[src/design/msr_pkg.sv]
// Shared constants for the minimal-standard generator with hash reseed.
// Used by msr_lcg_step, msr_hash_step and minstd_rng_with_hash_reseed_unit.
`default_nettype none

package msr_pkg;

  // Seed and hash widths.
  localparam int unsigned SEED_W = 31;
  localparam int unsigned HASH_W = 32;
  localparam int unsigned MULT_W = 15;
  localparam int unsigned PROD_W = SEED_W + MULT_W;

  // Generator constants: seed = seed * 16807 mod (2^31 - 1).
  localparam logic [MULT_W-1:0] LCG_MULT = 15'd16807;
  localparam logic [SEED_W-1:0] LCG_MOD  = 31'h7fff_ffff;

  // Reseed constants.
  localparam int unsigned       HASH_KEEP_W  = 27;
  localparam int unsigned       HASH_BYTES   = 28;
  localparam int unsigned       BYTE_CNT_W   = 5;
  localparam int unsigned       WARMUP_DRAWS = 5;
  localparam int unsigned       WARM_CNT_W   = 3;

  // Command codes.
  localparam logic [1:0] CMD_DRAW   = 2'd0;
  localparam logic [1:0] CMD_LOAD   = 2'd1;
  localparam logic [1:0] CMD_RESEED = 2'd2;

endpackage

`default_nettype wire

[src/design/minstd_rng_with_hash_reseed_unit.sv]
// Minimal-standard generator with hash reseed: the sequencer and the seed.
// Depends on msr_pkg, msr_lcg_step and msr_hash_step.
//
// Usage: an item on the input channel (in_valid_i, in_stall_o) carries a
// command and its operands. Each item gives exactly one item on the output
// channel (out_valid_o, out_stall_i): the seed after the command, and
// bad_seed for a load of a seed of zero or below.
// Path from accept to the result in the output register:
//   load, or the unused command: written there straight from idle.
//   draw: a multiply step, then a fold step of the step unit.
//   reseed: 28 byte steps of the hash unit, one closing-mix step,
//   then five draws, each a multiply and a fold on the same step unit.
// One item is in work at a time; the next is taken once the sequencer is
// idle and the output register is empty or being emptied, so a new draw
// is not taken before the last one has reached the output register.
// A stall on the output holds the result and keeps the input stalled.
// Reset sets the seed to 1 and empties the output register.
`default_nettype none

module minstd_rng_with_hash_reseed_unit (
  input  wire logic        clk_i,
  input  wire logic        rst_ni,
  input  wire logic        in_valid_i,
  output logic             in_stall_o,
  input  wire logic [1:0]  cmd_i,
  input  wire logic [31:0] seed_value_i,
  input  wire logic [31:0] base_id_i,
  input  wire logic [63:0] coord_x_i,
  input  wire logic [63:0] coord_y_i,
  input  wire logic [63:0] coord_z_i,
  output logic             out_valid_o,
  input  wire logic        out_stall_i,
  output logic [30:0]      sample_o,
  output logic             bad_seed_o
);

  localparam int unsigned SEED_W  = msr_pkg::SEED_W;
  localparam int unsigned BYTES_W = 8 * msr_pkg::HASH_BYTES;

  // Sequencer states.
  localparam logic [2:0] ST_IDLE = 3'd0;
  localparam logic [2:0] ST_MUL  = 3'd1;
  localparam logic [2:0] ST_RED  = 3'd2;
  localparam logic [2:0] ST_HASH = 3'd3;
  localparam logic [2:0] ST_FIN  = 3'd4;

  localparam logic [msr_pkg::BYTE_CNT_W-1:0] LAST_BYTE =
    msr_pkg::BYTE_CNT_W'(msr_pkg::HASH_BYTES - 1);
  localparam logic [msr_pkg::WARM_CNT_W-1:0] WARM_START =
    msr_pkg::WARM_CNT_W'(msr_pkg::WARMUP_DRAWS - 1);

  logic [2:0]                      state_q, state_d;
  logic [SEED_W-1:0]               seed_q, seed_d;
  logic [msr_pkg::WARM_CNT_W-1:0]  warm_q, warm_d;
  logic [msr_pkg::BYTE_CNT_W-1:0]  byte_cnt_q, byte_cnt_d;
  logic [BYTES_W-1:0]              bytes_q, bytes_d;
  logic [msr_pkg::HASH_W-1:0]      hash_q, hash_d;
  logic                            out_valid_q, out_valid_d;
  logic [SEED_W-1:0]               sample_q, sample_d;
  logic                            bad_q, bad_d;

  logic              in_accept;
  logic              out_take;
  logic              mul_en;
  logic [SEED_W-1:0] lcg_next;
  logic [msr_pkg::HASH_W-1:0] hash_mixed;
  logic [SEED_W-1:0] hash_seed;

  // Handshakes.
  assign out_take   = out_valid_q & ~out_stall_i;
  assign in_stall_o = (state_q != ST_IDLE) | (out_valid_q & out_stall_i);
  assign in_accept  = in_valid_i & ~in_stall_o;
  assign mul_en     = (state_q == ST_MUL);

  msr_lcg_step u_lcg (
    .clk_i    (clk_i),
    .mul_en_i (mul_en),
    .seed_i   (seed_q),
    .next_o   (lcg_next)
  );

  msr_hash_step u_hash (
    .hash_i  (hash_q),
    .byte_i  (bytes_q[7:0]),
    .mixed_o (hash_mixed),
    .seed_o  (hash_seed)
  );

  // Sequencer: decode the item, run the hash bytes and the draws.
  always_comb begin
    state_d     = state_q;
    seed_d      = seed_q;
    warm_d      = warm_q;
    byte_cnt_d  = byte_cnt_q;
    bytes_d     = bytes_q;
    hash_d      = hash_q;
    out_valid_d = out_take ? 1'b0 : out_valid_q;
    sample_d    = sample_q;
    bad_d       = bad_q;

    case (state_q)
      ST_IDLE: begin
        if (in_accept) begin
          case (cmd_i)
            msr_pkg::CMD_DRAW: begin
              warm_d  = '0;
              state_d = ST_MUL;
            end
            msr_pkg::CMD_LOAD: begin
              out_valid_d = 1'b1;
              if (seed_value_i == '0 || seed_value_i[31]) begin
                bad_d    = 1'b1;
                sample_d = seed_q;
              end else begin
                bad_d    = 1'b0;
                seed_d   = seed_value_i[SEED_W-1:0];
                sample_d = seed_value_i[SEED_W-1:0];
              end
            end
            msr_pkg::CMD_RESEED: begin
              bytes_d    = {coord_z_i, coord_y_i, coord_x_i, base_id_i};
              hash_d     = '0;
              byte_cnt_d = '0;
              state_d    = ST_HASH;
            end
            default: begin
              out_valid_d = 1'b1;
              bad_d       = 1'b0;
              sample_d    = seed_q;
            end
          endcase
        end
      end
      ST_HASH: begin
        hash_d     = hash_mixed;
        bytes_d    = bytes_q >> 8;
        byte_cnt_d = byte_cnt_q + 1'b1;
        if (byte_cnt_q == LAST_BYTE) begin
          state_d = ST_FIN;
        end
      end
      ST_FIN: begin
        seed_d  = hash_seed;
        warm_d  = WARM_START;
        state_d = ST_MUL;
      end
      ST_MUL: begin
        state_d = ST_RED;
      end
      ST_RED: begin
        seed_d = lcg_next;
        if (warm_q == '0) begin
          out_valid_d = 1'b1;
          bad_d       = 1'b0;
          sample_d    = lcg_next;
          state_d     = ST_IDLE;
        end else begin
          warm_d  = warm_q - 1'b1;
          state_d = ST_MUL;
        end
      end
      default: begin
        state_d = ST_IDLE;
      end
    endcase
  end

  // Control state and the seed.
  always_ff @(posedge clk_i or negedge rst_ni) begin
    if (!rst_ni) begin
      state_q     <= ST_IDLE;
      seed_q      <= {{(SEED_W - 1){1'b0}}, 1'b1};
      warm_q      <= '0;
      byte_cnt_q  <= '0;
      out_valid_q <= 1'b0;
    end else begin
      state_q     <= state_d;
      seed_q      <= seed_d;
      warm_q      <= warm_d;
      byte_cnt_q  <= byte_cnt_d;
      out_valid_q <= out_valid_d;
    end
  end

  // Payload registers.
  always_ff @(posedge clk_i) begin
    bytes_q  <= bytes_d;
    hash_q   <= hash_d;
    sample_q <= sample_d;
    bad_q    <= bad_d;
  end

  assign out_valid_o = out_valid_q;
  assign sample_o    = sample_q;
  assign bad_seed_o  = bad_q;

endmodule

`default_nettype wire

[src/design/msr_lcg_step.sv]
// One generator step: a registered multiply, then a combinational fold.
// Depends on msr_pkg for widths and the generator constants.
`default_nettype none

module msr_lcg_step (
  input  wire logic                      clk_i,
  input  wire logic                      mul_en_i,
  input  wire logic [msr_pkg::SEED_W-1:0] seed_i,
  output logic      [msr_pkg::SEED_W-1:0] next_o
);

  logic [msr_pkg::PROD_W-1:0] prod_q;
  logic [msr_pkg::PROD_W-1:0] prod_d;
  logic [msr_pkg::SEED_W:0]   fold;

  // Product of the seed and the multiplier, held for the fold cycle.
  assign prod_d = {{msr_pkg::MULT_W{1'b0}}, seed_i} *
                  {{msr_pkg::SEED_W{1'b0}}, msr_pkg::LCG_MULT};

  always_ff @(posedge clk_i) begin
    if (mul_en_i) begin
      prod_q <= prod_d;
    end
  end

  // Since 2^31 is 1 modulo 2^31 - 1, the high part adds onto the low part.
  // The sum stays below twice the modulus, so one subtract finishes it.
  assign fold = {1'b0, prod_q[msr_pkg::SEED_W-1:0]} +
                {{(msr_pkg::SEED_W + 1 - msr_pkg::MULT_W){1'b0}},
                 prod_q[msr_pkg::PROD_W-1:msr_pkg::SEED_W]};

  always_comb begin
    if (fold >= {1'b0, msr_pkg::LCG_MOD}) begin
      next_o = fold[msr_pkg::SEED_W-1:0] - msr_pkg::LCG_MOD;
    end else begin
      next_o = fold[msr_pkg::SEED_W-1:0];
    end
  end

endmodule

`default_nettype wire

[src/design/msr_hash_step.sv]
// One-at-a-time hash: the per-byte mix and the closing mix into a seed.
// Depends on msr_pkg for widths and the kept seed width.
`default_nettype none

module msr_hash_step (
  input  wire logic [msr_pkg::HASH_W-1:0] hash_i,
  input  wire logic [7:0]                 byte_i,
  output logic      [msr_pkg::HASH_W-1:0] mixed_o,
  output logic      [msr_pkg::SEED_W-1:0] seed_o
);

  logic [msr_pkg::HASH_W-1:0]      add_b;
  logic [msr_pkg::HASH_W-1:0]      add_s;
  logic [msr_pkg::HASH_W-1:0]      fin_a;
  logic [msr_pkg::HASH_W-1:0]      fin_b;
  logic [msr_pkg::HASH_W-1:0]      fin_c;
  logic [msr_pkg::HASH_KEEP_W-1:0] kept;

  // Per-byte mix; the byte is sign extended before it is added.
  assign add_b   = hash_i + {{(msr_pkg::HASH_W - 8){byte_i[7]}}, byte_i};
  assign add_s   = add_b + (add_b << 10);
  assign mixed_o = add_s ^ (add_s >> 6);

  // Closing mix, then keep the low bits; a zero seed becomes one.
  assign fin_a = hash_i + (hash_i << 3);
  assign fin_b = fin_a ^ (fin_a >> 11);
  assign fin_c = fin_b + (fin_b << 15);
  assign kept  = fin_c[msr_pkg::HASH_KEEP_W-1:0];

  always_comb begin
    if (kept == '0) begin
      seed_o = {{(msr_pkg::SEED_W - 1){1'b0}}, 1'b1};
    end else begin
      seed_o = {{(msr_pkg::SEED_W - msr_pkg::HASH_KEEP_W){1'b0}}, kept};
    end
  end

endmodule

`default_nettype wire
[config.mk]
export PLATFORM = sky130hd
export DESIGN_NAME = minstd_rng_with_hash_reseed_unit
export DESIGN_NICKNAME = d
export VERILOG_FILES = /design/src/design/msr_pkg.sv /design/src/design/minstd_rng_with_hash_reseed_unit.sv /design/src/design/msr_lcg_step.sv /design/src/design/msr_hash_step.sv
export SDC_FILE = /design/constraint.sdc
export NUM_CORES = 2
export LEC_CHECK = 0
export ABC_AREA = 1
export BUFFER_PORTS_ARGS = -buffer_cell sky130_fd_sc_hd__clkbuf_2
export CAP_MARGIN = 30
export CORE_ASPECT_RATIO = 1.75
export CORE_MARGIN = 2
export CORE_UTILIZATION = 56
export CTS_CLUSTER_DIAMETER = 150
export DETAILED_ROUTE_END_ITERATION = 10
export HOLD_SLACK_MARGIN = 0.05
export PLACE_DENSITY_LB_ADDON = 0.2
export SKIP_CTS_REPAIR_TIMING = 1
export SLEW_MARGIN = 15
export SYNTH_ARGS = -nofsm -noshare
export SYNTH_HDL_FRONTEND = slang
export SYNTH_SLANG_ARGS = --single-unit
[constraint.sdc]
create_clock -name clk_i -period 6.2 [get_ports clk_i]
set_input_delay 0.93 -clock clk_i [delete_from_list [all_inputs] [get_ports clk_i]]
set_output_delay 0.93 -clock clk_i [all_outputs]
set_load 0.02 [all_outputs]
======== Word level (Yosys, flattened, before mapping) ========
Index checks and enable logic that the tools add are counted.
storage, ports and cells
  output and inout port bits .............. 34
  logic and storage cells ................. 98
  register bits ........................... 377
  bits of input ports ..................... 262
operators by class
  multiplexer cells ....................... 38
  magnitude comparators ................... 1
  multiply operators ...................... 1
  reductions and logical operators ........ 16
  eq/ne operators ......................... 16
  $add $sub $neg .......................... 8
  bitwise logic cells ..................... 8
operators by type and width
  cell                      count
  $mux W224                 2
  $pmux W224 S2             1
  $mux W31                  6
  $pmux W31 S2              2
  $add A32 B32 Y32          3
  $pmux W31 S3              1
  $mux W32                  2
  $pmux W32 S2              1
  $mul A31 B15 Y46 const B  1
  $add A31 B15 Y32          1
  $ge A32 B31 Y1 const B    1
  $logic_not A32 Y1         1
  $xor A32 B26 Y32          1
  $sub A31 B31 Y31 const B  1
  $add A27 B27 Y27          1
  $logic_not A27 Y1         1
  $mux W27                  1
  $xor A27 B21 Y27          1
  $mux W3                   5
  $pmux W3 S5               1
  $mux W5                   2
  $ne A2 B2 Y1 const B      5
  $pmux W5 S2               1
  $pmux W3 S3               1
  24 further kinds          45

======== Depth between registers and ports, before layout ========
  depth in word-level cells ............... 6
  mapped depth ............................ 32
  gate-level depth less buffers ........... 32

======== By module ========
From an unflattened synthesis, not the netlist that was laid out.
second synthesis, totals
  cell total of the unflattened synthesis .. 4544
  area total of the unflattened synthesis .. 33926.3 µm²
by module, submodules not included
  module                            instances  cells an instance  area an instance (µm²)  sequential area each (µm²)
  minstd_rng_with_hash_reseed_unit  1          1796               15572.4                 9725.6
  msr_lcg_step                      1          1665               12320.6                 1381.3
  msr_hash_step                     1          1083               6033.3                  0.0

======== Worst setup path after synthesis ========
OpenSTA, ideal clock, no wires.
  path kind ............................... input to register
  start ................................... input port out_stall_i
  end ..................................... register bytes_q[0], enable pin
  arrival time ............................ 6356 ps
  path buffers ............................ 0
  library setup time ...................... 607 ps
  required time ........................... 5593 ps
  stages .................................. 5
  slack ................................... -763 ps
  path through ............................ nand2_1 -> a21oi_1 -> inv_1 -> o21ai_0 -> inv_1
on the way
  longest elaborated chain between the ends .. 6
RTL lines
  element                             line                                     text
  start: declaration                  minstd_rng_with_hash_reseed_unit.sv:32   input wire logic out_stall_i,
  $and A1 B1 Y1                       minstd_rng_with_hash_reseed_unit.sv:71   assign in_stall_o = (state_q != ST_IDLE) | (out_valid_q & out_stall_i);
  $or A1 B1 Y1                        minstd_rng_with_hash_reseed_unit.sv:71
  $not A1 Y1                          minstd_rng_with_hash_reseed_unit.sv:72   assign in_accept = in_valid_i & ~in_stall_o;
  $and A1 B1 Y1                       minstd_rng_with_hash_reseed_unit.sv:72
  $ne A2 B2 Y1 (no source line)       --
  $reduce_and A3 Y1 (no source line)  --
  end signal: assignment              minstd_rng_with_hash_reseed_unit.sv:187  bytes_q <= bytes_d;
  end: declaration                    minstd_rng_with_hash_reseed_unit.sv:56   logic [BYTES_W-1:0] bytes_q, bytes_d;
Every way passes these cells.
A chain may end at the register's enable or synchronous reset.

======== Final worst setup path ========
  start ................................... register seed_q[16]
  end ..................................... register u_lcg.prod_q[42] (netlist bit), data pin
on the way
  longest elaborated chain between the ends .. 1
RTL lines
  element                     line                                     text
  start: declaration          minstd_rng_with_hash_reseed_unit.sv:53   logic [SEED_W-1:0] seed_q, seed_d;
  start signal: assignment    minstd_rng_with_hash_reseed_unit.sv:172  seed_q <= {{(SEED_W - 1){1'b0}}, 1'b1};
  $mul A31 B15 Y46            msr_lcg_step.sv:17                       assign prod_d = {{msr_pkg::MULT_W{1'b0}}, seed_i} *
  via u_lcg.prod_d (one bit)  msr_lcg_step.sv:13                       logic [msr_pkg::PROD_W-1:0] prod_d;
  end signal: assignment      msr_lcg_step.sv:22                       prod_q <= prod_d;
  end: declaration            msr_lcg_step.sv:12                       logic [msr_pkg::PROD_W-1:0] prod_q;
The timed path passes the listed nets, and every way through them passes these cells.

==> summary.txt <==
Run status
  – Status: finished clean

Logic synthesis
  – Multiplexer area fraction after synthesis: 0%
  – Syn Nets: 4754
  – Synth Register Bits: 377
  – Sequential share of the synthesized area: 34.8%
  – Main synth FF type: edfxtp_1
  – Mapped Area: 0.0319 mm^2
  – Ys async rst share: 11.4%
  – EDFF count, synth: 334
  – Xor-xnor portion of the synthesized cell area: 4.02%
  – Main combinational cell family by area after synthesis: simple AND/OR/NAND/NOR gates
  – Post-synthesis adder-cell area fraction: 20.3%
  – Cells after Synth: 4057
  – Synth cell types: 50
  – Syn Area/Cell: 7.86 um^2
  – Compound-Gate Fraction of Synth Area: 7.41%
  – Ys Warns: 0
  – Synth Area in Simple Gates: 25.5%

Finish
  – Reg area: 0.0111 mm^2
  – Nets: 5057
  – Area of the multi-input gates: 0.0183 mm^2
  – Area growth syn-to-layout: 12.1%
  – Share of layout cells above drive strength 1: 10.4%
  – Fillers: 5142

Setup path
  – R2R setup slack: 230 ps
  – Crit path kind: reg2reg
  – Path depth of the worst reg2reg path: 19
  – CP required: 6570 ps
  – Worst setup SP type: register
  – CP Capture Type: register
  – Reg2reg start: seed_q[16]$_DFFE_PN0P_
  – Critical path arrival: 6340 ps
  – Worst-path maximum fanout: 7
  – Reg2reg end: u_lcg.prod_q[42]$_DFFE_PP_

Clock network
  – Clock sinks: 377
  – Maximum clock path buffer count: 3
  – H-Tree Depth: 2
  – Clock slew at reported path FFs: 70 ps
  – CTS buffer count: 37
  – CTS root buffer: clkbuf_16
  – Worst-Skew Late Latency: 630 ps
  – TritonCTS clock tree: built

Timing
  – Final period utilization: 96.3%
  – Setup TNS: 0 ps
  – Clock Skew: 43.5 ps
  – Final Hold Fails: 0
  – Final slew viol count: 0
  – Slew margin rel.: 31.2%
  – Worst-Margin Slew: 1030 ps
  – PnR worst setup slack: 230 ps
  – Fmax achieved: 168 MHz
  – RSZ-0062 raised after global routing: no
  – Post-route minimum period: 5970 ps
  – Setup violators final: 0

Worst hold path
  – Worst Hold Class: in2async

Placement
  – IO buf count: 295
  – RePlAce Congestion: 1.13
  – Dpl hpwl: 93800 um
  – Place WS: 130 ps

Floorplanning
  – Die ar.: 0.0590 mm^2
  – Starting Density: 56.7%
  – FP Rows: 115
  – # IOs: 296
  – Core area: 0.0563 mm^2
  – Die Y: 320 um
  – DIE WIDTH: 184 um

Detailed routing
  – Starting DRT DRC Count: 2313
  – Drt drc: 0
  – Post-DR wirelength/cell: 23.1 um
  – Vias per cell: 5.60
  – Drt first pass iters: 5
  – DRT antenna net count: 0
  – Vias post-DR: 28897
  – WL final: 119000 um

Global route
  – GRT Resource Usage Total: 41.5%
  – Vias in the first global route: 29377
  – Initial antenna violation count: 22
  – First-pass GRT wire length: 175000 um
  – GRT Residual Overflow: 0
  – Largest net degree at the start of global routing: 246

Job
  – Max_cap viols: 0
how the worst max path moves through the flow:
stage / startpoint / end / slack (ps) / cells after the start
global route: seed_q[18]$_DFFE_PN0P_ / u_lcg.prod_q[32]$_DFFE_PP_ / 0.2 / 23
global placement: seed_q[10]$_DFFE_PN0P_ / u_lcg.prod_q[35]$_DFFE_PP_ / 120 / 22
finish: seed_q[16]$_DFFE_PN0P_ / u_lcg.prod_q[42]$_DFFE_PP_ / 230 / 19
CTS: seed_q[10]$_DFFE_PN0P_ / u_lcg.prod_q[35]$_DFFE_PP_ / 120 / 22
detailed placement: seed_q[10]$_DFFE_PN0P_ / u_lcg.prod_q[35]$_DFFE_PP_ / 130 / 22
floorplan: out_stall_i / bytes_q[0]$_DFFE_PP_ / 160 / 5
worst max-delay path: stages, from the launching register on:
cell      delay [ps]
dfrtp_1          540
inv_1            230
fa_1             540
inv_1             50
ha_1             280
inv_1             50
fa_1             470
fa_1             490
inv_1             60
fa_1             510
fa_1             500
ha_1             370
a21oi_1          250
o21ai_0          130
a21oi_1          200
o211ai_1         220
a21o_1           240
a21oi_1          260
o21ai_0          150
xor2_1           170
cells in the mapped netlist, types with 7 or more instances:
cell      instances  share of area, %
edfxtp_1        334                31
nand3_1         181               2.8
nor4_1           15              0.29
ha_1            297                12
nand2_1        1400                16
fa_1            138               8.7
xor2_1           98               2.7
clkbuf_1         81              0.95
a21oi_1         182               2.9
nor2_1          249               2.9
o21ai_0         192               3.0
a21o_1            9              0.21
inv_1           581               6.8
nor3_1           27              0.42
nand4_1          41              0.80
o211ai_1          8              0.19
nand3b_1         33              0.78
xnor2_1          43               1.2
nand2_2           8              0.16
a31oi_1          11              0.22
o21bai_1          8              0.19
or2_2             9              0.18
dfrtp_1          42               3.3
nor2_2            7              0.14
stage by stage:
step | util [%] | std cells | hold WS (ps) | area [um^2]
after floorplan | - | 4057 | 490 | 31900
after global placement | 61.2 | 5076 | 496 | 34400
after detailed placement | 61.2 | 5077 | 504 | 34500
after CTS | 63.3 | 5143 | 460 | 35600
after global routing | 63.5 | 5155 | 462 | 35700
final | 63.6 | 5160 | 420 | 35800
per-layer routing:
metal | vias up | global-route usage, % | share of wire, %
met5 | - | 0 | 0.10
li1 | 13718 | - | -
met3 | 572 | 14.9 | 8.6
met2 | 1195 | 70.5 | 50
met1 | 13394 | 36.7 | 29
met4 | 18 | 41.6 | 12
placed cells by master, fill, tap and decap left out, types with 37 or more instances in the layout:
| master | n |
|---|---|
| nand2_1 | 1400 |
| inv_1 | 579 |
| edfxtp_1 | 334 |
| ha_1 | 297 |
| clkbuf_2 | 295 |
| nor2_1 | 246 |
| o21ai_0 | 192 |
| nand3_1 | 181 |
| a21oi_1 | 180 |
| fa_1 | 138 |
| xor2_1 | 97 |
| buf_4 | 48 |
| xnor2_1 | 42 |
| nand4_1 | 41 |
| dfrtp_1 | 40 |
| clkbuf_16 | 37 |
state kept, by name (all words and copies together), names as in the netlist:
register	count
u_lcg.prod_q	46
bytes_q	224
state_q	3
seed_q	31
sample_o	31
hash_q	32
out_valid_o	1
warm_q	3
bad_seed_o	1
byte_cnt_q	5
cell families (layout without fill, tap and decap cells):
family	count (synthesis)	count (layout)
adder cells (fa/ha/maj)	435	435
XOR/XNOR	144	144
AO/OA/AOI/OAI	442	442
buffers and inverters	670	1000
other	0	13
flip-flops	377	377
AND/OR/NAND/NOR	1989	1989
area by class of cell:
class / instances / area share, %
Clock buffer: 43 / 2.65
Tap cell: 760 / 2.66
Clock inverter: 23 / 0.644
Timing Repair Buffer: 349 / 5.42
Inverter: 585 / 6.17
Antenna cell: 13 / 0.0910
Multi-Input combinational cell: 3010 / 51.3
Sequential cell: 377 / 31.1
Power is not shown: default switching activity piles up to over one toggle a cycle in this logic, so the estimate is an artifact.
